`src/hw/rtl/vfr_pkg.sv`:
```
// vfr_pkg: shared widths, constants and types of the vertex first-use renumber block
// no dependencies; compiled before every other file of the block

package vfr_pkg;

    localparam int IDX_W            = 16;
    localparam int CNT_W            = 17;
    localparam int EPOCH_W          = 8;
    localparam int TABLE_DEPTH_DEF  = 65536;
    localparam int VCOUNT_RESET     = 65536;

    localparam logic [EPOCH_W-1:0] EPOCH_CLEARED = '0;
    localparam logic [EPOCH_W-1:0] EPOCH_FIRST   = EPOCH_W'(1);
    localparam logic [EPOCH_W-1:0] EPOCH_LAST    = '1;

    typedef struct packed {
        logic [EPOCH_W-1:0] epoch;
        logic [IDX_W-1:0]   num;
    } t_entry;

    typedef struct packed {
        logic mesh_end;
    } t_epoch_req;

    typedef struct packed {
        logic               clearing;
        logic               last_epoch;
        logic [EPOCH_W-1:0] epoch;
    } t_epoch_st;

endpackage

```
`src/hw/rtl/vfr_epoch_ctrl.sv`:
```
// vfr_epoch_ctrl: mesh epoch counter and table clearing sweep
// depends on vfr_pkg; drives the clear address of the remap ram

module vfr_epoch_ctrl #(
    parameter int DEPTH = vfr_pkg::TABLE_DEPTH_DEF
) (
    input  logic                     i_clk,
    input  logic                     i_rst_n,
    input  vfr_pkg::t_epoch_req      i_req,
    output vfr_pkg::t_epoch_st       o_st,
    output logic [$clog2(DEPTH)-1:0] o_clr_addr
);
    import vfr_pkg::*;

    localparam int AW = $clog2(DEPTH);
    localparam logic [AW-1:0] LAST_ADDR = AW'(DEPTH - 1);

    logic               r_clearing;
    logic               n_clearing;
    logic [AW-1:0]      r_clr_addr;
    logic [AW-1:0]      n_clr_addr;
    logic [EPOCH_W-1:0] r_epoch;
    logic [EPOCH_W-1:0] n_epoch;

    always_comb begin
        n_clearing = r_clearing;
        n_clr_addr = r_clr_addr;
        n_epoch    = r_epoch;
        if (r_clearing) begin
            n_clr_addr = r_clr_addr + AW'(1);
            if (r_clr_addr == LAST_ADDR) begin
                n_clearing = 1'b0;
            end
        end else if (i_req.mesh_end) begin
            if (r_epoch == EPOCH_LAST) begin
                n_epoch    = EPOCH_FIRST;
                n_clearing = 1'b1;
                n_clr_addr = '0;
            end else begin
                n_epoch = r_epoch + EPOCH_W'(1);
            end
        end
    end

    always_ff @(posedge i_clk) begin
        if (!i_rst_n) begin
            r_clearing <= 1'b1;
            r_clr_addr <= '0;
            r_epoch    <= EPOCH_FIRST;
        end else begin
            r_clearing <= n_clearing;
            r_clr_addr <= n_clr_addr;
            r_epoch    <= n_epoch;
        end
    end

    assign o_st.clearing   = r_clearing;
    assign o_st.last_epoch = (r_epoch == EPOCH_LAST);
    assign o_st.epoch      = r_epoch;
    assign o_clr_addr      = r_clr_addr;

endmodule

```
`config.mk`:
```
export PLATFORM = sky130hd
export DESIGN_NAME = vfr_epoch_ctrl
export DESIGN_NICKNAME = d
export VERILOG_FILES = /design/src/hw/rtl/vfr_pkg.sv /design/src/hw/rtl/vfr_epoch_ctrl.sv
export SDC_FILE = /design/constraint.sdc
export NUM_CORES = 1
export LEC_CHECK = 0
export ABC_AREA = 1
export BUFFER_PORTS_ARGS = -buffer_cell sky130_fd_sc_hd__clkbuf_2
export CORE_ASPECT_RATIO = 0.75
export CORE_UTILIZATION = 32
export CTS_BUF_LIST = sky130_fd_sc_hd__clkbuf_2
export DETAILED_ROUTE_END_ITERATION = 8
export HOLD_SLACK_MARGIN = 0.08
export MAX_ROUTING_LAYER = met4
export PLACE_DENSITY = 0.54
export RECOVER_POWER = 25
export SLEW_MARGIN = 25
export SYNTH_ARGS = -nofsm -noshare
export SYNTH_HDL_FRONTEND = slang
export SYNTH_SLANG_ARGS = --single-unit
```
`constraint.sdc`:
```
create_clock -name i_clk -period 2 [get_ports i_clk]
set_input_delay 0.4 -clock i_clk [delete_from_list [all_inputs] [get_ports i_clk]]
set_output_delay 0.4 -clock i_clk [all_outputs]
set_load 0.005 [all_outputs]
```
==> results.ini <==
[die]
die_w_um = 76.7
die-area_um2 = 4450
die-height_um = 58.0
initial_core_util_pct = 35.0
io_pins = 29
fp-row-count = 19
coreArea_um2 = 3830

[setup_path]
r2r-end = o_clr_addr[10]
worstSetupPathType = reg2out
crit_fanout = 4
cp.arrival_ns = 1.41
r2r-start = r_clearing
worst_setup_path_start_kind = flop
cp.required_ns = 1.60
rrSetupSlack_ns = 0.26
endpoint = o_st[8]
startpoint = r_epoch[1]
cp-end-kind = output pin
reg2reg_depth = 8

[synthesis]
yosysSeqAreaShare_pct = 37.4
synth_cell_types = 21
synth_cells = 213
synth-adder-area-share_pct = 1.87
synth_seq_cells = 25
synth_top_family_by_area = simple AND/OR/NAND/NOR gates
syn-cell-area_um2 = 1340
synth_simple_gate_area_share_pct = 41.4
synthMuxAreaShare_pct = 0
synth_nets = 218
synth_compound_area_share_pct = 7.94
yosys_warnings = 0
postSynthAreaPerCell_um2 = 6.29
synth-xor-area-share_pct = 1.31

[finish]
num_antenna_cells = 0
area_delta_synth_final_pct = 15.0
nNetsFinal = 249
final_common_cell = nand2_1
drive_gt1_share_pct = 15.2
fillers = 420
mostFrequentLayoutCells = nand2_1, nor2_1, clkbuf_2

[cts]
clock-sinks = 25
clkLatencyLatePin_ns = 0.34
clock_path_buffers = 2
numCtsBuffers = 3
cts_hold_buf = 0
cts_tree = yes
cts_max_level = 1
clk_pin_slew_ns = 0.24
cts_root_buf = clkbuf_2

[power]
switching_power_uw = 181
irDropWorstVdd_v = 0.000274
pwr-share-comb_pct = 4.5
p_per_area_nw_per_um2 = 489
total_power_uw = 753
p_seq_share_pct = 68.2
netSwitchingFraction_pct = 24.1
p_int_uw = 571
p_leak_uw = 0.000717
pwr-share-clk_pct = 27.4

[status]
status = completed

[route]
ant_nets = 0
drtPass1Iterations = 4
wire_per_inst_um = 10.9
drt_iter0_markers = 95
vias_per_cell = 4.54
remaining_drc_errors = 0
vias = 1340
routed_wl_um = 3230

[flow_run]
cap_violations = 0

[global_routing]
use_met3_pct = 4.88
grtUsageTotal_pct = 16.8
top_usage_layer = met1
grt_pass1_vias = 1237
grt_use_met1_pct = 24.6
grt_max_degree = 17
grt-ovfl-total = 0
antenna_found_initial = 0
met2_usage_pct = 22.8
grt_pass1_wl_um = 5710

[timing]
fin_crit_sh_pct = 90.7
rsz0062_at_grt = false
finalSetupTns_ns = 0
hold_violations = 0
slew_headroom_pct = 77.9
clock_skew_ns = 0.00387
min_period_ns = 1.81
max_freq_mhz = 551
setup_viol = 0
tightest_slew_ns = 0.331
slew_violations = 0

[placement]
dp_hpwl_um = 2530
gp_congestion = 0.893
portBuffers = 28

[min_path]
hold_path.class = in2reg

## timing repair
action | 4_1_cts | 5_1_grt
setup buffers | 0 | 0
resized for setup | 0 | 2
hold endpoints to repair | 0 | 0
endpoints found under the setup margin | 0 | 1
## area by class of cell
type	instances	area, µm²	share of cell area [%]
clock buffer	4	20.0	1.30
inverter	29	109	7.07
multi-input combinational	156	698	45.3
sequential	25	502	32.6
tap	52	65.1	4.22
timing repair buffer	29	146	9.50
## routing by layer
layer	part of all wire, %	vias up
met2	38	28
met3	4.3	2
met1	57	581
met4	0.40	0
li1	-	729
met5	0	-
## worst max-delay path: stages (launching register included)
cell	delay, ns
dfxtp_1	0.43
ha_1	0.21
nand2_1	0.08
nor3_1	0.21
clkbuf_2	0.15
## per-stage QoR
stage	hold WS [ns]	instances	util (%)	worst slack [ns]	cell area [µm²]
after floorplan	0.480	213	-	0.646	1340
after global placement	0.497	291	39.8	0.401	1530
after detailed placement	0.490	291	39.8	0.327	1530
after CTS	0.394	295	40.4	0.111	1550
after global routing	0.439	295	40.2	0.0169	1540
final	0.441	295	40.2	0.186	1540
## Yosys cell counts (all sizes together)
cell type	instances	area (µm²)
a21boi	2	15.0
a21oi	8	40.0
buf	2	18.8
clkbuf	1	7.51
dfxtp	25	500
ha	2	25.0
inv	29	109
nand2	62	240
nand3	18	95.1
nand3b	1	7.51
nand4	6	37.5
nor2	42	158
nor3	2	10.0
o21ai	9	45.0
o22ai	1	6.26
or2	1	6.26
xor2	2	17.5
## power groups by stage
stage / logic, µW / clock network, µW / registers, µW
after floorplan: 21.1 / 0 / 520
after global placement: 34.9 / 0 / 522
after detailed placement: 35.0 / 0 / 522
after CTS: 35.2 / 220 / 513
after global routing: 39.8 / 245 / 515
final: 33.8 / 206 / 513
## cell families (layout without fill, tap and decap cells)
kind of cell | Yosys count | in the layout
buffers and inverters | 32 | 62
xor gates and xnor gates | 2 | 2
DFF | 25 | 25
adders and majority gates | 2 | 2
and+or+nand+nor | 132 | 132
AOI/OAI and AO/OA | 20 | 20
## state kept, by name (all words and copies together) (netlist names)
register    cells
o_clr_addr     16
r_epoch         8
r_clearing      1
## worst min-delay path by stage
stage / depth (start not counted) / from / end
after floorplan: 2 / r_epoch[6] / r_epoch[6]
after global placement: 2 / r_epoch[6] / r_epoch[6]
after detailed placement: 2 / r_epoch[6] / r_epoch[6]
after CTS: 4 / i_req / r_epoch[0]
after global routing: 3 / i_rst_n / o_clr_addr[13]
final: 4 / i_req / o_clr_addr[0]
(Power assumes the default switching activity.)
