`src/hw/rtl/vfr_ram.sv`:
```
// vfr_ram: generic single-write, single-read synchronous ram with registered read
// no dependencies; read during write to the same address returns the old data

module vfr_ram #(
    parameter int WIDTH = 8,
    parameter int DEPTH = 16
) (
    input  logic                     i_clk,
    input  logic                     i_we,
    input  logic [$clog2(DEPTH)-1:0] i_waddr,
    input  logic [WIDTH-1:0]         i_wdata,
    input  logic                     i_re,
    input  logic [$clog2(DEPTH)-1:0] i_raddr,
    output logic [WIDTH-1:0]         o_rdata
);

    logic [WIDTH-1:0] r_mem [DEPTH];
    logic [WIDTH-1:0] r_rdata;

    always_ff @(posedge i_clk) begin
        if (i_re) begin
            r_rdata <= r_mem[i_raddr];
        end
        if (i_we) begin
            r_mem[i_waddr] <= i_wdata;
        end
    end

    assign o_rdata = r_rdata;

endmodule

```
`config.mk`:
```
export PLATFORM = sky130hd
export DESIGN_NAME = vfr_ram
export DESIGN_NICKNAME = d
export VERILOG_FILES = /design/src/hw/rtl/vfr_ram.sv
export SDC_FILE = /design/constraint.sdc
export NUM_CORES = 1
export LEC_CHECK = 0
export BUFFER_PORTS_ARGS = -buffer_cell sky130_fd_sc_hd__buf_2
export CAP_MARGIN = 20
export CORE_ASPECT_RATIO = 0.9
export CORE_UTILIZATION = 45
export CTS_CLUSTER_DIAMETER = 60
export DETAILED_ROUTE_END_ITERATION = 8
export SETUP_SLACK_MARGIN = 0.15
export SYNTH_ARGS = -nofsm -noshare
export SYNTH_HDL_FRONTEND = slang
export SYNTH_SLANG_ARGS = --single-unit
```
`constraint.sdc`:
```
create_clock -name i_clk -period 1.9 [get_ports i_clk]
set_input_delay 0.285 -clock i_clk [delete_from_list [all_inputs] [get_ports i_clk]]
set_output_delay 0.285 -clock i_clk [all_outputs]
set_load 0.1 [all_outputs]
```
==> results_dict.tcl, run 1 <==
set metrics [dict create \
    worst_slew_pin_slew_ns 0.4903 \
    path_delay_family "buffers and inverters" \
    p_comb_share_pct 5.8 \
    crit_type "register to output pin" \
    ctsHtreeMaxLevel 4 \
    slew_violations 0 \
    die_y_microns 104.3 \
    tns_ns 0 \
    crit_path_max_fanout 1 \
    ios 27 \
    p_leak_nw 2.129 \
    ant_nets 0 \
    crit_path_end_kind "output pin" \
    globalplace.congestion 0.7050 \
    worst_ep_required_time_ns 1.62 \
    cts_setup_buffers 0 \
    fin_skew_ns 0.005548 \
    syn_inst 229 \
    yosys-top-cells-count "136 x edfxtp_1, 18 x mux4_2, 16 x a22oi_1" \
    startpoint_type "register" \
    wl_per_cell_microns 22.34 \
    antenna_found_initial 0 \
    yosysSeqAreaShare_pct 78.12 \
    cp_slowest_stage_delay_ns 0.45 \
    seq_power_share_pct 47.3 \
    power_density_nw_per_um2 1147 \
    status "complete, no violations" \
    grt_pass1_wl_microns 15220 \
    drtIter0Drc 194 \
    setup_violations 0 \
    hpwlAfterDp_microns 6264 \
    cts.sinks 136 \
    slew_headroom_pct 67.54 \
    postCtsResizedCells 0 \
    finalWirelength_microns 10050 \
    overflow 0 \
    p_int_mw 5.711 \
    drtPass1Iterations 4 \
    routed_via_density 5.596 \
    diodes 0 \
    cp_cell_sequence "buf_2" \
    drv_cap 0 \
    synth.distinct_cells 18 \
    switching_power_mw 1.488 \
    die_w_microns 115.6 \
    cts_buffers 17 \
    initial_core_util_pct 47.18 \
    switching_share_pct 20.67 \
    peakVddDrop_uv 729.4 \
    cts_buffer_depth 2 \
    final_nets 304 \
    yosys_warnings 0 \
    cts_tree "built" \
    synth_edf_count 136 \
    worst_skew_pair.late_latency_ns 0.42 \
    timing.final.crit_share_pct 80.63 \
    hold_viol_final 0 \
    rows 36 \
    synth_top_area_cell "edfxtp_1" \
    synth_top_area_share_pct 78.12 \
    holdWs_ns 0.2446 \
    slowest_stage "buf_2" \
    clock-root-buffer "clkbuf_16" \
    synth_nets 248 \
    synth.ff_latch_count 136 \
    fmax_ghz 0.6528 \
    core_area_sq_um 11080 \
    arrival_ns 1.25 \
    yosysMostFrequentCell "edfxtp_1" \
    areaGrowthSynthToFinish_pct 20.03 \
    synth-async-reset-ratio_pct 0 \
    grt_start_max_net_pins 33 \
    port_buffers 26 \
    drive_above_1_share_pct 32.21 \
    clkSlewWorstSetupHoldPaths_ns 0.06 \
    first_global_vias 2564 \
    synth.avg_cell_area_sq_um 22.83 \
    synth_ff_type "edfxtp_1" \
    power_frac_clock_pct 47.0 \
    min_path_type "primary input to register" \
    postLayoutCoreUtil_pct 56.63 \
    rsz0062_at_grt "false" \
    synthTopCellsByArea "edfxtp_1 78%, mux4_2 7.8%, mux4_1 7.0%, a22oi_1 2.3%, nor2_1 0.93%" \
    ctsHoldBuffers 0 \
    grt_usage_pct 18.49 \
    via_count 2518 \
    dieArea_sq_um 12050 \
    synth_area_sq_um 5228 \
    timing.critical_path.buf_inv 1 \
    min_period_ns 1.532 \
    remaining_drc_errors 0 \
]
## routing by layer
metal / GRT usage, % / vias to the layer above / wire length [microns]
met3: 5.478 / 9 / 686
met2: 26.18 / 85 / 4671
li1: - / 1098 / -
met4: 6.593 / 0 / 108
met5: 0 / - / 0
met1: 27.28 / 1326 / 4588
## placed cells by master, fill, tap and decap left out
cell type / count
mux4_2: 18
nand2_1: 9
clkinv_2: 3
clkinvlp_4: 2
buf_4: 18
buf_12: 3
or3b_2: 1
nor3_2: 1
nand2b_1: 2
bufinv_16: 4
nor2_1: 13
mux4_1: 14
nor3_1: 3
nor2b_1: 1
nand3_1: 1
and2b_1: 1
and2_1: 1
clkbuf_16: 17
edfxtp_1: 136
a22oi_1: 16
clkbuf_1: 3
nand3b_1: 2
clkinv_4: 3
buf_2: 26
## layout make-up
type	count	area (sq um)
Timing Repair Buffer	47	325.3
Tap cell	152	190.2
Fill cell	853	4806
Multi-Input combinational cell	83	1062
Clock buffer	20	436.7
Clock inverter	12	176.4
Sequential cell	136	4084
## final timing paths
check,from,cells past startpoint,slack [ns],endpoint
worst min register to register,r_mem[7][3]$_DFFE_PP_,3,0.76,o_rdata[3]$_DFFE_PP_
worst max-delay path,o_rdata[1]$_DFFE_PP_,1,0.37,o_rdata[1]
worst max register to register,r_mem[1][5]$_DFFE_PP_,3,0.41,o_rdata[5]$_DFFE_PP_
worst min-delay path,i_re,1,0.24,o_rdata[4]$_DFFE_PP_
## power by group through the flow
stage / sequential, mW / combinational, mW / clock [mW]
4_1_cts: 3.40 / 0.422 / 3.42
2_1_floorplan: 3.56 / 0.171 / 0
3_5_place_dp: 3.46 / 0.421 / 0
3_3_place_gp: 3.46 / 0.416 / 0
5_1_grt: 3.40 / 0.443 / 3.56
6_report: 3.40 / 0.415 / 3.38
## cell families (layout without fill, tap and decap cells)
logic type      Yosys count  after routing  share of synthesized area [%]
simple gates             35             35                          3.136
buf+inv                  10             79                          1.651
flops                   136            136                          78.12
compound gates           16             16                          2.298
mux                      32             32                          14.79
## flip-flops by register name (all words and copies together), names as in the netlist
signal and cells:
o_rdata 8, r_mem 128
## through the flow
step | area (sq um) | setup WS (ns) | total power, mW | std cells
after detailed placement | 5662 | -0.01608 | 3.884 | 418
after CTS | 6275 | 0.3573 | 7.246 | 450
after global placement | 5662 | -0.003746 | 3.875 | 418
after global routing | 6275 | 0.3386 | 7.406 | 450
after floorplan | 5233 | 0.3326 | 3.734 | 229
final | 6275 | 0.3681 | 7.198 | 450
Power figures use the tool's default switching activity.
==> inputs of run 2 (changes only) <==
==> constraint.sdc (replaced) <==
create_clock -name i_clk -period 1.4 [get_ports i_clk]
set_input_delay 0.21 -clock i_clk [delete_from_list [all_inputs] [get_ports i_clk]]
set_output_delay 0.21 -clock i_clk [all_outputs]
set_load 0.1 [all_outputs]
==> run 2 against run 1 <==
Against the previous run: the run now ends with negative setup slack left; sequential power up 36%; clock skew is 0.010 ns higher; utilization rose by 0.55 points; setup slack worse by 0.38 ns; critical path type is now register to register; largest cell class unchanged; largest power group unchanged.
==> results_dict.tcl, run 2 (synthesis results as in run 1) <==
set metrics [dict create \
    final-seq-area_sq_um 4084 \
    crit_path_end_kind "register" \
    crit_type "register to register" \
    ant_nets 0 \
    slew_headroom_pct 37.57 \
    layout_commonest_cell "edfxtp_1" \
    clock-root-buffer "clkbuf_16" \
    core_area_sq_um 11080 \
    clkSlewWorstSetupHoldPaths_ns 0.05 \
    hold_start "i_re" \
    setup_violations 1 \
    layout_common_cells "136 x edfxtp_1, 32 x mux4_2, 21 x buf_4" \
    cts.sinks 136 \
    min_period_ns 1.407 \
    worstReg2RegEnd "o_rdata[6]$_DFFE_PP_" \
    hold_path_depth 1 \
    final_nets 310 \
    power_frac_clock_pct 40.6 \
    remaining_drc_errors 0 \
    multi_input_area_sq_um 1086 \
    worst_slack_ns -0.007136 \
    switching_share_pct 21.09 \
    fmax_ghz 0.7107 \
    seq_power_share_pct 52.0 \
    cts_tree "built" \
    holdWs_ns 0.1750 \
    finalWirelength_microns 10030 \
    globalplace.congestion 0.7201 \
    cts_buffer_depth 2 \
    fin_skew_ns 0.01584 \
    arrival_ns 1.56 \
    initial_core_util_pct 47.18 \
    largest_reg_flops 128 \
    diodes 0 \
    slew_violations 0 \
    postCtsResizedCells 26 \
    drtPass1Iterations 4 \
    p_comb_share_pct 7.4 \
    reg2reg_depth 3 \
    rows 36 \
    antenna_found_initial 0 \
    hold_viol_final 0 \
    min_path_type "primary input to register" \
    ctsHtreeMaxLevel 4 \
    rsz0062_at_grt "true" \
    ctsHoldBuffers 0 \
    status "finished, violations left" \
    drtIter0Drc 236 \
    peakVddDrop_uv 836.9 \
    crit_path_max_fanout 1 \
    worst_slew_pin_slew_ns 0.9346 \
    worst_skew_pair.late_latency_ns 0.41 \
    areaGrowthSynthToFinish_pct 21.21 \
    switching_power_mw 1.879 \
    wl_per_cell_microns 22.13 \
    via_count 2447 \
    r2r_start "r_mem[1][6]$_DFFE_PP_" \
    startpoint_type "register" \
    dieArea_sq_um 12050 \
    postLayoutCoreUtil_pct 57.18 \
    drv_cap 0 \
    p_leak_nw 2.089 \
    timing.final.crit_share_pct 100.5 \
    die_y_microns 104.3 \
    hpwlAfterDp_microns 6380 \
    power_density_nw_per_um2 1406 \
    ios 27 \
    drive_above_1_share_pct 40.53 \
    first_global_vias 2609 \
    worst_ep_required_time_ns 1.55 \
    cts_buffers 17 \
    fillCellCount 847 \
    r2r_slack_ns -0.007 \
    port_buffers 26 \
    grt_start_max_net_pins 23 \
    p_int_mw 7.028 \
    grt_usage_pct 18.77 \
    regMostFlops "r_mem" \
    holdPathEnd "o_rdata[5]$_DFFE_PP_" \
    routed_via_density 5.402 \
    cts_setup_buffers 0 \
    violations "negative setup slack" \
    overflow 0 \
    grt_pass1_wl_microns 15390 \
    die_w_microns 115.6 \
]
[run 2: cell types whose count changed in the layout (fill, tap and decap cells not counted), moves of 4 or more]
cell / previous run / this run
bufinv_16: 4 / 0
buf_12: 3 / 11
buf_2: 26 / 18
mux4_2: 18 / 32
mux4_1: 14 / 0
a22oi_2: 0 / 9
a22oi_1: 16 / 7
clkinv_1: 0 / 6
[run 2: worst max path at each step]
stage,start,end,cells after the start,slack (ns)
2_1_floorplan,i_raddr[0],o_rdata[1]$_DFFE_PP_,5,-0.01
3_3_place_gp,i_raddr[0],o_rdata[6]$_DFFE_PP_,5,-0.39
3_5_place_dp,i_raddr[0],o_rdata[6]$_DFFE_PP_,5,-0.40
4_1_cts,r_mem[10][0]$_DFFE_PP_,o_rdata[0]$_DFFE_PP_,3,-0.02
5_1_grt,r_mem[10][0]$_DFFE_PP_,o_rdata[0]$_DFFE_PP_,3,-0.04
6_report,r_mem[1][6]$_DFFE_PP_,o_rdata[6]$_DFFE_PP_,3,-0.007
[run 2: power by group through the flow]
stage,registers (mW),clock network [mW],logic (mW)
5_1_grt,4.63,3.90,0.701
2_1_floorplan,4.84,0,0.257
3_5_place_dp,4.70,0,0.604
4_1_cts,4.62,3.72,0.652
6_report,4.63,3.62,0.659
3_3_place_gp,4.70,0,0.593
[run 2: layer usage]
layer	vias up	global-route usage, %	routed length [microns]
li1	1091	-	-
met1	1266	25.59	4283
met2	80	27.93	4980
met3	10	5.653	613
met4	0	8.333	149
met5	-	0	0
[run 2: worst max-delay path, stage by stage (launching register included)]
cell and delay (ns):
edfxtp_1 0.36, mux4_2 0.46, a22oi_2 0.24, nand2_1 0.08
[run 2: final cells by class]
type	count	area share [%]
Sequential cell	136	64.45
Multi-Input combinational cell	83	17.14
Timing Repair Buffer	53	7.919
Clock buffer	20	6.892
Tap cell	152	3.002
Clock inverter	9	0.5924
[run 2: through the flow]
stage                     area, sq um    TNS, ns  total power [mW]  setup slack [ns]  std cells
after floorplan                  5249   -0.07191             5.092          -0.01040        229
after global placement           5727     -2.848             5.290           -0.3854        424
after detailed placement         5727     -3.077             5.302           -0.3961        424
after CTS                        6301   -0.05019             8.994          -0.02168        453
after global routing             6336    -0.1527             9.232          -0.04104        453
final                            6336  -0.007136             8.907         -0.007136        453
